File: config.mk
export PLATFORM = sky130hd
export DESIGN_NAME = fwvf_lane
export DESIGN_NICKNAME = d
export VERILOG_FILES = /design/src/hw/rtl/fwvf_pkg.sv /design/src/hw/rtl/fwvf_lane.sv
export SDC_FILE = /design/constraint.sdc
export NUM_CORES = 2
export LEC_CHECK = 0
export ABC_AREA = 1
export BUFFER_PORTS_ARGS = -buffer_cell sky130_fd_sc_hd__buf_2
export CORE_MARGIN = 4
export CORE_UTILIZATION = 45
export DETAILED_ROUTE_END_ITERATION = 10
export GPL_ROUTABILITY_DRIVEN = 0
export PLACE_DENSITY = 0.68
export SYNTH_ARGS = -nofsm -noshare
export SYNTH_HDL_FRONTEND = slang
export SYNTH_SLANG_ARGS = --single-unit
File: constraint.sdc
create_clock -name aclk -period 21.9 [get_ports aclk]
set_clock_uncertainty 0.2 [all_clocks]
set_input_delay 1.095 -clock aclk [delete_from_list [all_inputs] [get_ports aclk]]
set_output_delay 1.095 -clock aclk [all_outputs]
set_load 0.005 [all_outputs]
File: src/hw/rtl/fwvf_pkg.sv
// Package of the force window velocity follower: widths, constants and shared types.
// Depends on nothing; used by every module of the block.
package fwvf_pkg;

    localparam int WINDOW    = 20;
    localparam int NUM_AXES  = 3;
    localparam int AXIS_X    = 0;
    localparam int AXIS_Y    = 1;
    localparam int AXIS_Z    = 2;

    localparam int IN_W      = 20;
    localparam int OUT_W     = 28;
    localparam int THR_W     = 19;
    localparam int GAIN_W    = 10;
    localparam int CFG_W     = 19;
    localparam int IDX_W     = 2;

    localparam int SLOT_W    = $clog2(WINDOW);
    localparam int FILL_W    = $clog2(WINDOW + 1);
    localparam int SUM_W     = IN_W + $clog2(WINDOW);
    localparam int MEAN_W    = IN_W;
    localparam int VEL_SHIFT = 8;
    localparam int DIVD_W    = MEAN_W + VEL_SHIFT;
    localparam int DIV_STEPS = DIVD_W / 2;
    localparam int DIV_CNT_W = $clog2(DIV_STEPS);
    localparam int SQ_W      = 2 * MEAN_W - 1;
    localparam int MAG_W     = SQ_W + 2;
    localparam int THR2_W    = 2 * THR_W;
    localparam int LATENCY   = DIV_STEPS + 6;

    // floor(2^SUM_W / WINDOW); the truncated product is at most one below the true mean.
    localparam logic [SUM_W-1:0] MEAN_RECIP = SUM_W'((64'd1 << SUM_W) / WINDOW);

    localparam logic [IDX_W-1:0] REG_FORCE_THRESHOLD = 2'd0;
    localparam logic [IDX_W-1:0] REG_GAIN_DIVISOR    = 2'd1;
    localparam logic [IDX_W-1:0] REG_TORQUE_LIMIT    = 2'd2;

    localparam logic [THR_W-1:0]  THR_RESET    = 19'd1280;
    localparam logic [GAIN_W-1:0] GAIN_RESET   = 10'd200;
    localparam logic [THR_W-1:0]  TORQUE_RESET = 19'd256;

    typedef struct packed {
        logic load;
        logic full;
        logic sum_en;
        logic mul_en;
        logic corr_en;
        logic sqr_en;
        logic div_en;
    } lane_ctrl_t;

endpackage

File: src/hw/rtl/fwvf_lane.sv
// One axis lane: sample ring, running sum, mean, squared mean and radix-4 gain divider.
// Depends on fwvf_pkg.
module fwvf_lane import fwvf_pkg::*; (
    input  logic                     aclk,
    input  logic                     aresetn,
    input  lane_ctrl_t               ctrl,
    input  logic [SLOT_W-1:0]        slot,
    input  logic signed [IN_W-1:0]   force_in,
    input  logic [GAIN_W-1:0]        gain,
    output logic [SQ_W-1:0]          sq,
    output logic signed [OUT_W-1:0]  vel
);

    logic signed [IN_W-1:0]   win_mem [WINDOW];
    logic signed [IN_W-1:0]   old_reg;
    logic signed [IN_W-1:0]   new_reg;
    logic signed [SUM_W-1:0]  sum_reg;
    logic signed [SUM_W-1:0]  sum_next;
    logic [SUM_W-1:0]         sum_abs;
    logic [SUM_W-1:0]         sum_abs_reg;
    logic                     sum_neg_reg;
    logic [2*SUM_W-1:0]       prod_reg;
    logic [SUM_W-1:0]         quot0;
    logic [SUM_W-1:0]         resid;
    logic [SUM_W-1:0]         mean_mag;
    logic signed [MEAN_W-1:0] mean_reg;
    logic [MEAN_W-1:0]        mean_abs;
    logic [2*MEAN_W-1:0]      sq_full;
    logic [SQ_W-1:0]          sq_reg;
    logic [GAIN_W-1:0]        rem_reg;
    logic [GAIN_W-1:0]        rem_next;
    logic [DIVD_W-1:0]        quo_reg;
    logic [DIVD_W-1:0]        quo_next;
    logic                     vel_neg_reg;
    logic [GAIN_W:0]          part1;
    logic [GAIN_W:0]          part2;
    logic [GAIN_W:0]          gain_ext;
    logic                     bit1;
    logic                     bit0;

    // The old entry is read before the new sample overwrites it.
    always_ff @(posedge aclk) begin
        if (ctrl.load) begin
            old_reg       <= win_mem[slot];
            win_mem[slot] <= force_in;
            new_reg       <= force_in;
        end
    end

    assign sum_next = sum_reg + SUM_W'(new_reg) - (ctrl.full ? SUM_W'(old_reg) : '0);

    always_ff @(posedge aclk) begin
        if (!aresetn) begin
            sum_reg <= '0;
        end else if (ctrl.sum_en) begin
            sum_reg <= sum_next;
        end
    end

    assign sum_abs  = sum_reg[SUM_W-1] ? SUM_W'(-sum_reg) : SUM_W'(sum_reg);
    assign quot0    = prod_reg[2*SUM_W-1:SUM_W];
    assign resid    = sum_abs_reg - SUM_W'(quot0 * SUM_W'(WINDOW));
    assign mean_mag = (resid >= SUM_W'(WINDOW)) ? quot0 + SUM_W'(1) : quot0;
    assign mean_abs = mean_reg[MEAN_W-1] ? MEAN_W'(-mean_reg) : MEAN_W'(mean_reg);
    assign sq_full  = mean_abs * mean_abs;

    // Two restoring steps per cycle on the shifted mean magnitude.
    assign gain_ext = {1'b0, gain};
    always_comb begin
        part1 = {rem_reg, quo_reg[DIVD_W-1]};
        bit1  = (part1 >= gain_ext);
        if (bit1) begin
            part1 = part1 - gain_ext;
        end
        part2 = {part1[GAIN_W-1:0], quo_reg[DIVD_W-2]};
        bit0  = (part2 >= gain_ext);
        if (bit0) begin
            part2 = part2 - gain_ext;
        end
        rem_next = part2[GAIN_W-1:0];
        quo_next = {quo_reg[DIVD_W-3:0], bit1, bit0};
    end

    always_ff @(posedge aclk) begin
        if (ctrl.mul_en) begin
            sum_abs_reg <= sum_abs;
            sum_neg_reg <= sum_reg[SUM_W-1];
            prod_reg    <= sum_abs * MEAN_RECIP;
        end
        if (ctrl.corr_en) begin
            mean_reg <= sum_neg_reg ? MEAN_W'(-mean_mag) : MEAN_W'(mean_mag);
        end
        if (ctrl.sqr_en) begin
            sq_reg      <= sq_full[SQ_W-1:0];
            quo_reg     <= {mean_abs, VEL_SHIFT'(0)};
            rem_reg     <= '0;
            vel_neg_reg <= mean_reg[MEAN_W-1];
        end else if (ctrl.div_en) begin
            quo_reg <= quo_next;
            rem_reg <= rem_next;
        end
    end

    assign sq  = sq_reg;
    assign vel = vel_neg_reg ? OUT_W'(-$signed(quo_reg)) : OUT_W'($signed(quo_reg));

endmodule

Word level (Yosys, flattened, before mapping)
Memories as Yosys holds them, arrays and structs flattened. A register that Yosys moved wholly into a read port is not among the register bits.
Cells that the tools add are included.
W data, S select, Z words.
{"block": "classes", "add_sub_neg": 10, "multipliers": 3, "div_mod_pow": 0, "n_lt_le_gt_ge": 3, "eq_ne": 0, "shifts": 0, "mux": 12, "bitwise": 0, "reduce_logical": 1}
{"cell": "$mux W28", "n": 3}
{"cell": "$mux W20", "n": 3}
{"cell": "$mux W25", "n": 2}
{"cell": "$sub A25 B25 Y25", "n": 2}
{"cell": "$mul A25 B21 Y46 const B", "n": 1}
{"cell": "$neg A20 Y20", "n": 2}
{"cell": "$mul A20 B20 Y39", "n": 1}
{"cell": "$neg A28 Y28", "n": 1}
{"cell": "$add A25 B25 Y25", "n": 1}
{"cell": "$ge A25 B5 Y1 const B", "n": 1}
{"cell": "$neg A25 Y25", "n": 1}
{"cell": "$mul A21 B3 Y23 const B", "n": 1}
{"cell": "$ge A11 B10 Y1", "n": 2}
{"cell": "$add A20 B1 Y20 const B", "n": 1}
{"cell": "$mux W10", "n": 2}
{"cell": "$sub A10 B10 Y10", "n": 2}
{"cell": "$mux W1", "n": 2}
{"cell": "$reduce_bool A2 Y1", "n": 1}
{"block": "totals", "ff_bits": 215, "latchBits": 0, "mem_bits_rw": 400, "mem_bits_ro": 0, "n_memories": 1}
{"name": "win_mem", "depth": 20, "word_bits": 20, "read_ports": 1, "rd_clocked_by_memory_dff": 1, "write_ports": 1, "line": "fwvf_lane.sv:14", "source": "logic signed [IN_W-1:0] win_mem [WINDOW];"}

Logic depth before layout (Yosys ltp)
{"block": "logic_depth", "ltp_word": 6, "depth_mapped": 43, "depth_no_buf": 42}

Least setup slack after synthesis
No wires, ideal clock.
{"block": "synth_timing", "kind": "register to register", "start": "reg mean_reg[0]", "end": "reg sq_reg[37], in the netlist sq[37], data pin", "setup_ns": 0.260, "arrival_ns": 7.606, "required_ns": 21.440, "setup_slack_ns": 13.834, "stages_incl_launch_ff": 35, "path_buffers": 2, "synth_period_minus_slack_ns": 8.066, "cell_sequence": "edfxtp_1 clkinv_1 clkbuf_1 ha_1 nand2_1 nor2_1 nand2_1 nor4_1 a31oi_1 or2_2 nand2_1 clkbuf_1 nor2_1 fa_1 fa_1 inv_1 fa_1 inv_1 fa_1 fa_1 fa_1 inv_1 fa_1 inv_1 ha_1 nand2_1 nor2_1 inv_1 o21ai_0 nand2_1 nand2_1 nand3_1 nor2_1 nor2_1 xor2_1"}
{"block": "synth_between", "elab_chain_len": 3}
{"item": "start, declared", "line": "fwvf_lane.sv:26", "source": "logic signed [MEAN_W-1:0] mean_reg;"}
{"item": "start signal, assigned", "line": "fwvf_lane.sv:91", "source": "mean_reg <= sum_neg_reg ? MEAN_W'(-mean_mag) : MEAN_W'(mean_mag);"}
{"item": "$neg A20 Y20", "line": "fwvf_lane.sv:64", "source": "assign mean_abs = mean_reg[MEAN_W-1] ? MEAN_W'(-mean_reg) : MEAN_W'(mean_reg);"}
{"item": "$mux W20 (*)", "line": "fwvf_lane.sv:64"}
{"item": "$mul A20 B20 Y39 (*)", "line": "fwvf_lane.sv:65", "source": "assign sq_full = mean_abs * mean_abs;"}
{"item": "via sq_full[37]", "line": "fwvf_lane.sv:28", "source": "logic [2*MEAN_W-1:0] sq_full;"}
{"item": "end signal, assigned", "line": "fwvf_lane.sv:94", "source": "sq_reg <= sq_full[SQ_W-1:0];"}
{"item": "end, declared", "line": "fwvf_lane.sv:29", "source": "logic [SQ_W-1:0] sq_reg;"}
Mark *: on every way through the listed nets, which the timed path passes. The rest lies on a longest branch.
A chain may end at the register's enable or synchronous reset.

Final worst setup path
Same ends and word-level chain as after synthesis.

==> out/qor.yml <==
ctsLongestPathBuffers: 3
finalCriticalPeriod_ns: 9.501
synth_seq_cells: 609
cts_tree: "done"
max_slew.worst_pin.slew_ns: 1.159
antenna_found_initial: 8
path_clk_slew_ns: 0.05
area_growth_pct: 9.209
status: "completed"
via_per_inst: 5.304
grt_usage_pct: 21.35
nNetsFinal: 6238
fill_cells: 10050
rsz0062_at_grt: "no"
ff2ff_setup_slack_ns: 12.40
grt_pass1_vias: 36850
cp.required_ns: 22.10
cts-root-buf: "clkbuf_16"
relSlewSlack_pct: 22.67
setup_tns_ns: 0
placed_cells_incl_taps: 6643
end_kind: "flip-flop"
slowest_stage: "xor2_1"
min-delay-start: "rem_reg[9]"
synth_area_leaders: "edfxtp_1, fa_1, ha_1, inv_1, nand2_1"
fin_crit_sh_pct: 43.38
numCtsBuffers: 68
design.die.area_mm2: 0.1174
post_cts_resized: 0
crit_fanout: 19
grt_pass1_wl_um: 197600
cp-start-kind: "flip-flop"
synth-edff-count: 566
arrival_ns: 9.70
die-width_um: 342.7
final_common_cell: "inv_1"
ant_nets: 0
core-area_mm2: 0.1110
critical_path.most_common_cell: "fa_1"
fmax_ghz: 0.1053
routed_wl_um: 123600
ctsHoldBuffers: 0
rr_worst_depth: 32
finalHoldViolCount: 0
async_flop_share_pct: 0
synth.distinct_cells: 61
avgRoutedWirePerCell_um: 18.26
drive_above_1_share_pct: 6.256
rows: 122
grt_overflow: 0
post_cts_buffers: 0
port_buffers: 109
insertion_delay_ns: 0.66
synth_top_area_share_pct: 33.72
cp_num_buf_inv: 7
drt_iter0_drc: 3105
r2r-end: "sq[37]"
synth_warnings: 0
yosysSeqAreaShare_pct: 35.42
dr_total_vias: 35890
cts_sinks: 609
hold_class: "reg -> reg"
worst-setup-path-type: "reg -> reg"
syn-cell-area_mm2: 0.05041
place_area_mm2: 0.05281
largest_reg_flops: 400
whs_path_depth: 2
htreeDepth: 3
syn_area_per_cell_um2: 9.865
first_pass_iters: 7
final-setup-viol-count: 0
final_area_mm2: 0.05505
cp_top_family: "adder cells"
pin_count: 111
syn_inst: 5110
die_h_um: 342.7
slowest_delay_ns: 0.78
holdPathEnd: "rem_reg[9]"
layout_common_cells: "inv_1, nand2_1, edfxtp_1, fa_1, ha_1"
initial_utilization_pct: 45.42
synth_flop_cell: "edfxtp_1"
dp_hpwl_um: 92200
drc: 0
finalNonFillerCells: 6766
reg2reg_from: "mean_reg[0]"
grt_max_degree: 65
drv_cap: 0
synth_largest_area_cell: "edfxtp_1"
final_max_slew_viol_count: 0
[routing by layer]
metal | vias up | global-route usage [%] | part of all wire [%]
met1 | 17500 | 27.74 | 42
li1 | 16870 | - | -
met2 | 1231 | 36.70 | 48
met3 | 278 | 3.461 | 6.7
met5 | - | 0 | 0.020
met4 | 4 | 6.663 | 3.3
[layout make-up]
class	instances	area, µm²	share of cell area, %
diodes	3	7.507	0.01364
clock buffers	79	1773	3.221
clock inverters	41	460.4	0.8364
inverters	1161	4360	7.921
multi-input cells	3246	27960	50.79
flip-flops and latches	609	17860	32.44
well taps	1488	1862	3.382
repair buffers	139	770.7	1.400
[cell usage after synthesis (all sizes together), types with 2 or more instances]
cell and n:
nor3 63, a211oi 5, nor2 317, or3b 12
dfxtp 43, or2 10, nand4 49, ha 475
inv 1152, a21o 6, o211ai 16, fa 494
o21a 8, clkinv 9, buf 12, o31ai 7
nand2 714, conb 2, or4 8, edfxtp 566
xnor2 41, clkbuf 97, a221oi 9, a22oi 184
nand3 103, a31oi 19, xor2 167, nor4 16
and2 2, a21boi 13, o221ai 2, a21oi 275
o21bai 13, a22o 8, nand3b 12, o21ai 152
o22ai 21
[worst reg2reg max path, delay by kind of cell, from the launching register on]
| kind | cells | cell delay [ns] |
|---|---|---|
| simple gates | 13 | 1.66 |
| flops | 1 | 0.44 |
| compound gates | 1 | 0.32 |
| fa+ha+maj | 9 | 4.45 |
| xor+xnor | 2 | 0.92 |
| buf+inv | 7 | 1.29 |
[worst max path at each step]
stage / startpoint / endpoint / slack, ns / cells past startpoint
after detailed placement: mean_reg[0] / sq[37] / 12.56 / 32
after global routing: mean_reg[0] / sq[37] / 11.84 / 32
after floorplan: mean_reg[0] / sq[37] / 13.83 / 34
final: mean_reg[0] / sq[37] / 12.40 / 32
after CTS: mean_reg[0] / sq[37] / 12.59 / 32
after global placement: mean_reg[0] / sq[37] / 12.78 / 32
[logic make-up (layout without fill, tap and decap cells)]
| kind of cell | after synthesis | count (layout) | synth area share [%] |
|---|---|---|---|
| other | 2 | 20 | 0.01490 |
| XOR/XNOR | 208 | 208 | 3.614 |
| AND/OR/NAND/NOR | 1309 | 1309 | 11.10 |
| AO/OA/AOI/OAI | 742 | 742 | 8.916 |
| adder cells (fa/ha/maj) | 969 | 969 | 31.41 |
| buffers and inverters | 1270 | 1420 | 9.499 |
| flip-flops | 609 | 609 | 35.42 |
| multiplexers | 1 | 1 | 0.01986 |
[through the flow]
step / hold slack [ns] / setup WS (ns) / utilization (%)
3_5_place_dp: 0.2624 / 12.56 / 47.59
4_1_cts: 0.2751 / 12.59 / 49.60
6_report: 0.2725 / 12.40 / 49.61
3_3_place_gp: 0.2623 / 12.78 / 47.59
5_1_grt: 0.2906 / 11.84 / 49.60
2_1_floorplan: 0.2451 / 13.83 / -
Power is left out: the tool's default activity adds up to more than one toggle a clock period on the data nets, which glitch-free logic cannot reach.
