File: src/hw/rtl/fwvf_pkg.sv
// Package of the force window velocity follower: widths, constants and shared types.
// Depends on nothing; used by every module of the block.
package fwvf_pkg;

    localparam int WINDOW    = 20;
    localparam int NUM_AXES  = 3;
    localparam int AXIS_X    = 0;
    localparam int AXIS_Y    = 1;
    localparam int AXIS_Z    = 2;

    localparam int IN_W      = 20;
    localparam int OUT_W     = 28;
    localparam int THR_W     = 19;
    localparam int GAIN_W    = 10;
    localparam int CFG_W     = 19;
    localparam int IDX_W     = 2;

    localparam int SLOT_W    = $clog2(WINDOW);
    localparam int FILL_W    = $clog2(WINDOW + 1);
    localparam int SUM_W     = IN_W + $clog2(WINDOW);
    localparam int MEAN_W    = IN_W;
    localparam int VEL_SHIFT = 8;
    localparam int DIVD_W    = MEAN_W + VEL_SHIFT;
    localparam int DIV_STEPS = DIVD_W / 2;
    localparam int DIV_CNT_W = $clog2(DIV_STEPS);
    localparam int SQ_W      = 2 * MEAN_W - 1;
    localparam int MAG_W     = SQ_W + 2;
    localparam int THR2_W    = 2 * THR_W;
    localparam int LATENCY   = DIV_STEPS + 6;

    // floor(2^SUM_W / WINDOW); the truncated product is at most one below the true mean.
    localparam logic [SUM_W-1:0] MEAN_RECIP = SUM_W'((64'd1 << SUM_W) / WINDOW);

    localparam logic [IDX_W-1:0] REG_FORCE_THRESHOLD = 2'd0;
    localparam logic [IDX_W-1:0] REG_GAIN_DIVISOR    = 2'd1;
    localparam logic [IDX_W-1:0] REG_TORQUE_LIMIT    = 2'd2;

    localparam logic [THR_W-1:0]  THR_RESET    = 19'd1280;
    localparam logic [GAIN_W-1:0] GAIN_RESET   = 10'd200;
    localparam logic [THR_W-1:0]  TORQUE_RESET = 19'd256;

    typedef struct packed {
        logic load;
        logic full;
        logic sum_en;
        logic mul_en;
        logic corr_en;
        logic sqr_en;
        logic div_en;
    } lane_ctrl_t;

endpackage

File: src/hw/rtl/fwvf_merge.sv
// Merge stage: magnitude against deadband, axis sign handling, capture flag, output register.
// Depends on fwvf_pkg.
module fwvf_merge import fwvf_pkg::*; (
    input  logic                     aclk,
    input  logic                     aresetn,
    input  logic                     load,
    input  logic [SQ_W-1:0]          sq [NUM_AXES],
    input  logic signed [OUT_W-1:0]  vel [NUM_AXES],
    input  logic signed [IN_W-1:0]   torque,
    input  logic [THR_W-1:0]         thr,
    input  logic [THR_W-1:0]         tlim,
    input  logic                     m_ready,
    output logic                     m_valid,
    output logic signed [OUT_W-1:0]  m_vel_x,
    output logic signed [OUT_W-1:0]  m_vel_y,
    output logic signed [OUT_W-1:0]  m_vel_z,
    output logic                     m_capture,
    output logic                     busy
);

    localparam logic signed [OUT_W-1:0] VEL_MIN = {1'b1, {(OUT_W-1){1'b0}}};
    localparam logic signed [OUT_W-1:0] VEL_MAX = {1'b0, {(OUT_W-1){1'b1}}};

    logic [MAG_W-1:0]         mag_reg;
    logic [THR2_W-1:0]        thr2_reg;
    logic                     pass;
    logic [IN_W-1:0]          tz_abs;
    logic signed [OUT_W-1:0]  vel_y_neg;
    logic signed [OUT_W-1:0]  vel_z_neg;
    logic                     m_valid_reg;
    logic signed [OUT_W-1:0]  vel_x_reg;
    logic signed [OUT_W-1:0]  vel_y_reg;
    logic signed [OUT_W-1:0]  vel_z_reg;
    logic                     capture_reg;

    always_ff @(posedge aclk) begin
        mag_reg  <= MAG_W'(sq[AXIS_X]) + MAG_W'(sq[AXIS_Y]) + MAG_W'(sq[AXIS_Z]);
        thr2_reg <= thr * thr;
    end

    assign pass      = mag_reg > MAG_W'(thr2_reg);
    assign tz_abs    = torque[IN_W-1] ? IN_W'(-torque) : IN_W'(torque);
    // Negating the most negative quotient saturates.
    assign vel_y_neg = (vel[AXIS_Y] == VEL_MIN) ? VEL_MAX : -vel[AXIS_Y];
    assign vel_z_neg = (vel[AXIS_Z] == VEL_MIN) ? VEL_MAX : -vel[AXIS_Z];

    always_ff @(posedge aclk) begin
        if (load) begin
            vel_x_reg   <= pass ? vel[AXIS_X] : '0;
            vel_y_reg   <= pass ? vel_y_neg : '0;
            vel_z_reg   <= pass ? vel_z_neg : '0;
            capture_reg <= tz_abs > IN_W'(tlim);
        end
    end

    always_ff @(posedge aclk) begin
        if (!aresetn) begin
            m_valid_reg <= 1'b0;
        end else if (load) begin
            m_valid_reg <= 1'b1;
        end else if (m_ready) begin
            m_valid_reg <= 1'b0;
        end
    end

    assign m_valid   = m_valid_reg;
    assign m_vel_x   = vel_x_reg;
    assign m_vel_y   = vel_y_reg;
    assign m_vel_z   = vel_z_reg;
    assign m_capture = capture_reg;
    assign busy      = m_valid_reg && !m_ready;

endmodule

File: config.mk
export PLATFORM = sky130hd
export DESIGN_NAME = fwvf_merge
export DESIGN_NICKNAME = d
export VERILOG_FILES = /design/src/hw/rtl/fwvf_pkg.sv /design/src/hw/rtl/fwvf_merge.sv
export SDC_FILE = /design/constraint.sdc
export NUM_CORES = 1
export LEC_CHECK = 0
export ABC_AREA = 0
export ABC_CLOCK_PERIOD_IN_PS = 6440
export BUFFER_PORTS_ARGS = -buffer_cell sky130_fd_sc_hd__buf_4
export CORE_MARGIN = 2
export CORE_UTILIZATION = 30
export CTS_CLUSTER_SIZE = 10
export DETAILED_ROUTE_END_ITERATION = 16
export PLACE_DENSITY = 0.58
export SYNTH_ARGS = -nofsm -noshare
export SYNTH_HDL_FRONTEND = slang
export SYNTH_SLANG_ARGS = --single-unit
File: constraint.sdc
create_clock -name aclk -period 6.44 [get_ports aclk]
set_input_delay 0.644 -clock aclk [delete_from_list [all_inputs] [get_ports aclk]]
set_output_delay 0.644 -clock aclk [all_outputs]
set_load 0.02 [all_outputs]
; After elaboration in Yosys (flattened, before gate mapping)
; Index checks and enable logic that the tools add are counted.
[word_totals]
regBits = 165
in_bits = 263
output_inout_bits = 87
[classes]
n_addsub = 5
mux = 5
eq_ne = 2
n_mul = 1
bitwise_logic = 1
order_cmp = 2
n_reduce_logical = 5
[ops]
columns = op, count
row1 = 28-bit equality test (second input constant), 2
row2 = 28-bit negation, 2
row3 = 27-bit 2-to-1 mux, 2
row4 = 40-bit by 39-bit adder with 41-bit output, 1
row5 = 41-bit by 38-bit > comparator with 1-bit output, 1
row6 = 39-bit by 39-bit adder with 40-bit output, 1
row7 = 19-bit by 19-bit multiplier with 38-bit output, 1
row8 = 20-bit by 19-bit > comparator with 1-bit output, 1
row9 = 20-bit 2-to-1 mux, 1
row10 = 20-bit negation, 1
row11 = 2-bit OR reduction, 2
row12 = 1-bit 2-to-1 mux, 2
row13 = 2-bit nonzero test, 1
row14 = 1-bit logical AND, 1
row15 = 1-bit logical NOT, 1
row16 = 1-bit inverter, 1

; Logic depth before layout (Yosys ltp)
; Gate-level depths: netlist of the first run.
[logic_depth]
word_depth = 3
mapped_depth = 24
ltp_nobuf = 23

; Worst setup path after synthesis of the first run
; No wires, ideal clock.
[synth_path]
path_type = input to register
start = input thr[4]
end = register thr2_reg[35]
arrival_time_ns = 6.431
cell_stages = 21
slack_ns = -0.063
cell_sequence = clkbuf_1 -> clkbuf_1 -> nand2_1 -> fa_1 -> inv_1 -> fa_1 -> fa_1 -> fa_1 -> fa_1 -> inv_1 -> fa_1 -> inv_1 -> ha_1 -> a21oi_1 -> a21boi_0 -> o31ai_1 -> o311ai_0 -> o21ai_0 -> o21ai_0 -> o41ai_1 -> xnor2_1
[synth_via]
elab_chain_len = 1
[synth_rtl]
columns = item, line
row1 = from (decl), fwvf_merge.sv:10  ; input logic [THR_W-1:0] thr,
row2 = 19-bit by 19-bit multiplier with 38-bit output, fwvf_merge.sv:38  ; thr2_reg <= thr * thr;
row3 = to (signal assigned), fwvf_merge.sv:38
row4 = to (decl), fwvf_merge.sv:25  ; logic [THR2_W-1:0] thr2_reg;
; Every way passes these cells.
; A chain may end at the register's enable or synchronous reset.

; Worst setup path after layout of the first run
[layout_path]
start = input thr[1]
end = register thr2_reg[37]
; Same word-level chain as after synthesis.

==> impl_metrics.tcl, run 1 <==
set metrics [dict create \
    status "completed" \
    cp-start-kind "primary input" \
    design.core.area_um2 69660 \
    grtUsageTotal 0.1537 \
    cp_max_fo 6 \
    async_flop_share 0 \
    worst_path_max_delay_cell "fa_1" \
    p_leak_uw 0.01307 \
    fmax_ghz 0.1648 \
    hold_viol 0 \
    grt_overflow 0 \
    highest_layer "met5" \
    drv_cap 0 \
    cp_cell_sequence "buf_4 > and2_1 > inv_1 > fa_1 > inv_1 > fa_1 > inv_1 > fa_1 > inv_1 > fa_1 > fa_1 > inv_1 > fa_1 > inv_1 > ha_1 > nand3_1 > nor2_1 > a32o_1 > nor4b_1 > o21ai_0 > buf_4 > o21ai_1 > o221ai_1 > xnor2_1" \
    ctsHoldBuffers 0 \
    clockBufferDepth 2 \
    max_slew_margin 0.3211 \
    p_total_uw 14230 \
    io_buffers 349 \
    rows 97 \
    worstPathRequired_ns 6.78 \
    hold-worst-slack_ns 0.3710 \
    area_delta_synth_final_pct 24.79 \
    vias 16701 \
    ys.flop_type "edfxtp_1" \
    io_pins 350 \
    antenna_found_initial 4 \
    ys_types 70 \
    synth_warnings 0 \
    cp-end-kind "flop" \
    die_y_um 268.6 \
    syn-num-nets 3034 \
    ir_drop_mv 0.8591 \
    htreeDepth 4 \
    cts_buffers 17 \
    routed_wl_mm 54.93 \
    post-route-min-period_ns 6.069 \
    syn-instance-count 2260 \
    wl_met3_mm 3.035 \
    clk_root_buffer_cell "clkbuf_16" \
    hold_path_class "in2reg" \
    tightestPinTransition_ns 0.9926 \
    fin_cells 3645 \
    skew_ns 0.02504 \
    clk_pin_slew_ns 0.08 \
    ys_seq_area_frac 0.1969 \
    setup_tns_ns 0 \
    start_util 0.3014 \
    path_delay_family "adder cells" \
    dp_hpwl_mm 47.29 \
    rsz0062_at_grt "no" \
    grt_pass1_wl_mm 86.92 \
    wl_met1_mm 22.56 \
    ant_nets 0 \
    first_pass_iters 5 \
    worstPathArrival_ns 6.41 \
    cts_tree "yes" \
    timing.final.crit_share 0.9424 \
    worst-path-buf-inv 8 \
    largest_register_ffs 41 \
    dp_slack_ns -0.2044 \
    setup_viol 0 \
    synth_edf_count 85 \
    dp.cells 3612 \
    dieArea_um2 72130 \
    grt_pass1_vias 16837 \
    critPathKind "in2reg" \
    drv_slew 0 \
    grt_max_degree 85 \
    clock_latency_ns 0.47 \
    wl_per_cell_um 15.07 \
    place.gp.congestion 0.8459 \
    synth_area_um2 21000 \
    die_x_um 268.6 \
    cts_sinks 164 \
    setup_slack_ns 0.3708 \
    remaining_drc_errors 0 \
    slowest_delay_ns 0.54 \
    drtIter0Drc 845 \
    route.met2.wl_mm 28.51 \
    synth_seq_cells 164 \
    syn_avg_cell_area_um2 9.292 \
    power_density_nw_per_um2 542.9 \
    viasPerCell 4.582 \
    drive_above_1_share 0.2004 \
    nets 3465 \
]
## final timing paths
path | endpoint | start | slack (ns) | cells after the start
worst max register to register | m_vel_z[24] | thr2_reg[18] | 3.42 | 11
worst min-delay path | m_valid | aresetn | 0.37 | 2
worst max-delay path | thr2_reg[37] | thr[1] | 0.37 | 24
worst min register to register | m_valid | m_valid | 0.64 | 2
## per-stage QoR
| step | util | area [um^2] |
|---|---|---|
| 2_1_floorplan | - | 21000 |
| 3_3_place_gp | 0.3675 | 25600 |
| 3_5_place_dp | 0.3675 | 25600 |
| 4_1_cts | 0.3760 | 26190 |
| 5_1_grt | 0.3761 | 26200 |
| 6_report | 0.3761 | 26200 |
## cell usage after synthesis, types with 15 or more instances
library cell	instances	area share
a21o_1	62	0.022
a21oi_1	86	0.020
and2_1	65	0.019
clkbuf_1	65	0.012
dfxtp_1	79	0.075
edfxtp_1	85	0.12
fa_1	290	0.28
ha_1	221	0.13
inv_1	451	0.081
nand2_1	172	0.031
nand2b_1	15	0.0045
nand3_1	19	0.0045
nand4_1	21	0.0063
nor2_1	121	0.022
nor2b_1	18	0.0054
nor3_1	73	0.017
nor3b_1	31	0.011
nor4_1	17	0.0051
o21ai_0	63	0.015
or3_1	20	0.0060
xnor2_1	91	0.038
xor2_1	35	0.015
## report_power, final
group | internal [uW] | total (uW) | switching [uW]
registers | 1590 | 1700 | 107
clock network | 524 | 1040 | 519
logic | 5420 | 11500 | 6060
total | 7540 | 14200 | 6690
## routing by layer
metal,GRT usage,vias to the layer above
met3,0.02703,48
met5,0,-
li1,-,8188
met1,0.1880,8117
met2,0.2806,342
met4,0.03363,6
## placed cells by master (no fill, tap or decap), types with 7 or more instances in the layout
cell type	n
or4_1	7
or3_1	20
nor2b_1	18
a2111oi_0	7
nand3_1	19
buf_4	482
o21bai_1	10
dfxtp_1	79
nand4_1	21
a21o_1	62
ha_1	221
and2_1	64
a21oi_1	85
xnor2_1	91
inv_1	451
xor2_1	35
nor4_1	17
nor3b_1	31
nand2_1	172
o31ai_1	10
edfxtp_1	85
fa_1	290
clkbuf_16	17
o21a_1	8
a211oi_1	14
and3_1	9
nor3_1	73
nor2_1	121
nand2b_1	15
o21ai_0	61
## what timing repair did
action                                  CTS  global route
buffers inserted                          0             0
resized for setup                         0             4
endpoints found under the setup margin    0             4
## cells by family after synthesis
family                   share of synthesized area
flip-flops                                  0.1969
XOR/XNOR                                   0.05255
AND/OR/NAND/NOR                             0.1477
buffers and inverters                      0.09426
AO/OA/AOI/OAI                              0.09843
adder cells (fa/ha/maj)                     0.4082
multiplexers                              0.002026
## worst reg2reg max path, delay by kind of cell, from the launching register on
family | cells | cell delay [ns]
AO/OA/AOI/OAI | 8 | 1.38
buffers and inverters | 2 | 0.77
flip-flops | 1 | 0.31
adder cells (fa/ha/maj) | 1 | 0.28
## layout make-up
cell class	instances	area, um^2
fillers	7236	43460
multi-input cells	1571	14910
flip-flops and latches	164	4134
repair buffers	486	3699
inverters	451	1693
well taps	940	1176
clock buffers	17	425.4
clock inverters	15	168.9
diodes	1	2.502
(Power assumes the default switching activity.)
==> run 2: changes to the inputs <==
--- a/config.mk
+++ b/config.mk
@@ -6,7 +6,7 @@
 export NUM_CORES = 1
 export LEC_CHECK = 0
 export ABC_AREA = 0
-export ABC_CLOCK_PERIOD_IN_PS = 6440
+export ABC_CLOCK_PERIOD_IN_PS = 5300
 export BUFFER_PORTS_ARGS = -buffer_cell sky130_fd_sc_hd__buf_4
 export CORE_MARGIN = 2
 export CORE_UTILIZATION = 30
==> constraint.sdc (replaced) <==
create_clock -name aclk -period 5.3 [get_ports aclk]
set_input_delay 0.53 -clock aclk [delete_from_list [all_inputs] [get_ports aclk]]
set_output_delay 0.53 -clock aclk [all_outputs]
set_load 0.02 [all_outputs]
==> impl_metrics.tcl, run 2 (same netlist as run 1, synthesis figures left out) <==
set metrics [dict create \
    start_util 0.3014 \
    die_x_um 268.6 \
    grtUsageTotal 0.1616 \
    htreeDepth 4 \
    rows 97 \
    clk_pin_slew_ns 0.08 \
    hold_path_class "in2reg" \
    grt_util_met2 0.3002 \
    grt_util_met1 0.1984 \
    busiest_layer "met2" \
    final_common_cell "buf_4" \
    cp_cell_sequence "buf_6 > buf_6 > nand2_1 > fa_1 > inv_1 > fa_1 > fa_1 > fa_1 > fa_1 > inv_1 > fa_1 > inv_1 > ha_4 > a21o_1 > a21oi_2 > o21ai_2 > a31o_4 > a211oi_4 > o31ai_2 > xor2_1" \
    antenna_found_initial 2 \
    place.gp.congestion 0.8673 \
    vias 17141 \
    hp-start "aresetn" \
    largest_register_ffs 41 \
    slowest_delay_ns 0.58 \
    nets 3564 \
    max_slew_margin 0.2480 \
    area_delta_synth_final_pct 34.36 \
    final_cell_mix "buf_4 (538), inv_1 (403), fa_1 (276), ha_1 (201), nand2_1 (140)" \
    crit_path_frequent_cell "fa_1" \
    rsz0062_at_grt "yes" \
    post-route-min-period_ns 5.447 \
    drv_cap 0 \
    remaining_drc_errors 0 \
    io_buffers 349 \
    utilization 0.4050 \
    tightestPinTransition_ns 1.128 \
    drtIter0Drc 838 \
    routed_wl_mm 58.14 \
    dieArea_um2 72130 \
    status "complete, but fails checks" \
    p_seq_frac 0.090 \
    p_switching_uw 10440 \
    ir_drop_mv 1.264 \
    cts_tree "yes" \
    path_delay_family "adder cells" \
    drive_above_1_share 0.2961 \
    first_pass_iters 5 \
    power_density_nw_per_um2 810.0 \
    grt_overflow 0 \
    clkPwrFrac 0.056 \
    p_leak_uw 0.01386 \
    cp-startpoint "thr[14]" \
    skew_ns 0.02118 \
    clock_latency_ns 0.45 \
    worst_path_max_delay_cell "fa_1" \
    rrSetupSlack_ns 2.02 \
    setup_viol 11 \
    worstPathArrival_ns 5.77 \
    pwr-share-comb 0.854 \
    dp_hpwl_mm 49.29 \
    setup_slack_ns -0.1475 \
    met3_usage 0.02164 \
    design.core.area_um2 69660 \
    sw_frac_of_total 0.4570 \
    intPower_uw 12410 \
    cp-end-kind "flop" \
    clk_root_buffer_cell "clkbuf_16" \
    grt_pass1_wl_mm 91.81 \
    timing.final.crit_share 1.028 \
    critPathKind "in2reg" \
    fmax_ghz 0.1836 \
    viasPerCell 4.578 \
    worstPathRequired_ns 5.62 \
    wl_per_cell_um 15.53 \
    drv_slew 0 \
    violations "negative setup slack" \
    io_pins 350 \
    hold_viol 0 \
    cp_max_fo 10 \
    ant_nets 0 \
    grt_max_degree 87 \
    reg2reg_from "thr2_reg[18]" \
    cts_sinks 164 \
    clockBufferDepth 2 \
    grt_pass1_vias 17768 \
    cp-start-kind "primary input" \
    worst-path-buf-inv 5 \
    die_y_um 268.6 \
    hold-worst-slack_ns 0.3117 \
    cts_buffers 17 \
]
==> run 2: changes by cell type in the layout (fill, tap and decap cells not counted), sizes merged <==
cell / previous run / this run
buf: 486 / 583
bufinv: 0 / 1
clkbuf: 17 / 19
clkinv: 5 / 3
inv: 461 / 462
==> run 2: path summary, 6_finish.rpt <==
check / end / cells after the start
min reg2reg: m_valid / 2
min: m_valid / 2
max: thr2_reg[34] / 20
max reg2reg: m_vel_x[10] / 11
==> run 2: final cells by class <==
cell class                 instances  area [um^2]
tap                              940         1176
fill                            6972        41450
sequential                       164         4134
multi-input combinational       1571        15800
clock buffer                      17        425.4
inverter                         451         1693
timing repair buffer             585         4815
antenna                            1        2.502
clock inverter                    15        170.2
==> run 2: repair_timing <==
action | 4_1_cts | 5_1_grt
pin swaps | 74 | 34
gates cloned | 1 | 2
hold buffers | 0 | 0
resized for setup | 113 | 84
endpoints found under the setup margin | 17 | 18
buffers inserted | 7 | 14
==> run 2: metrics by stage <==
step	area [um^2]	TNS, ns	instances	power (uW)	setup WS (ns)
after floorplan	21710	-3.853	2260	13190	-0.4071
after global placement	26710	-13.20	3687	18930	-0.7924
after detailed placement	26710	-13.40	3687	18950	-0.7982
after CTS	27790	-1.272	3727	21840	-0.1951
after global routing	28210	-3.653	3744	25280	-0.3344
final	28210	-0.9766	3744	22850	-0.1475
==> run 2: power groups by stage <==
| stage | logic [uW] | clock network [uW] | registers [uW] |
|---|---|---|---|
| CTS | 18400 | 1310 | 2070 |
| detailed placement | 16800 | 0 | 2100 |
| finish | 19500 | 1270 | 2060 |
| global route | 21800 | 1360 | 2100 |
| floorplan | 11000 | 0 | 2170 |
| global placement | 16800 | 0 | 2100 |
==> run 2: layer usage <==
layer	wire [um]	vias up	part of all wire
li1	-	8408	-
met1	24490	8342	0.42
met2	30150	336	0.52
met3	2649	55	0.046
met4	848	0	0.015
met5	0	-	0
==> run 2: worst reg2reg max path, stage by stage (launching register included) <==
cell and delay, ns:
dfxtp_1 0.31, inv_1 0.04, ha_1 0.28, a21o_1 0.16, a21o_1 0.17, a21oi_1 0.17
o21ai_0 0.10, a21oi_1 0.15, o211ai_1 0.23, a21oi_4 0.75, buf_4 0.48, nor3b_1 0.16
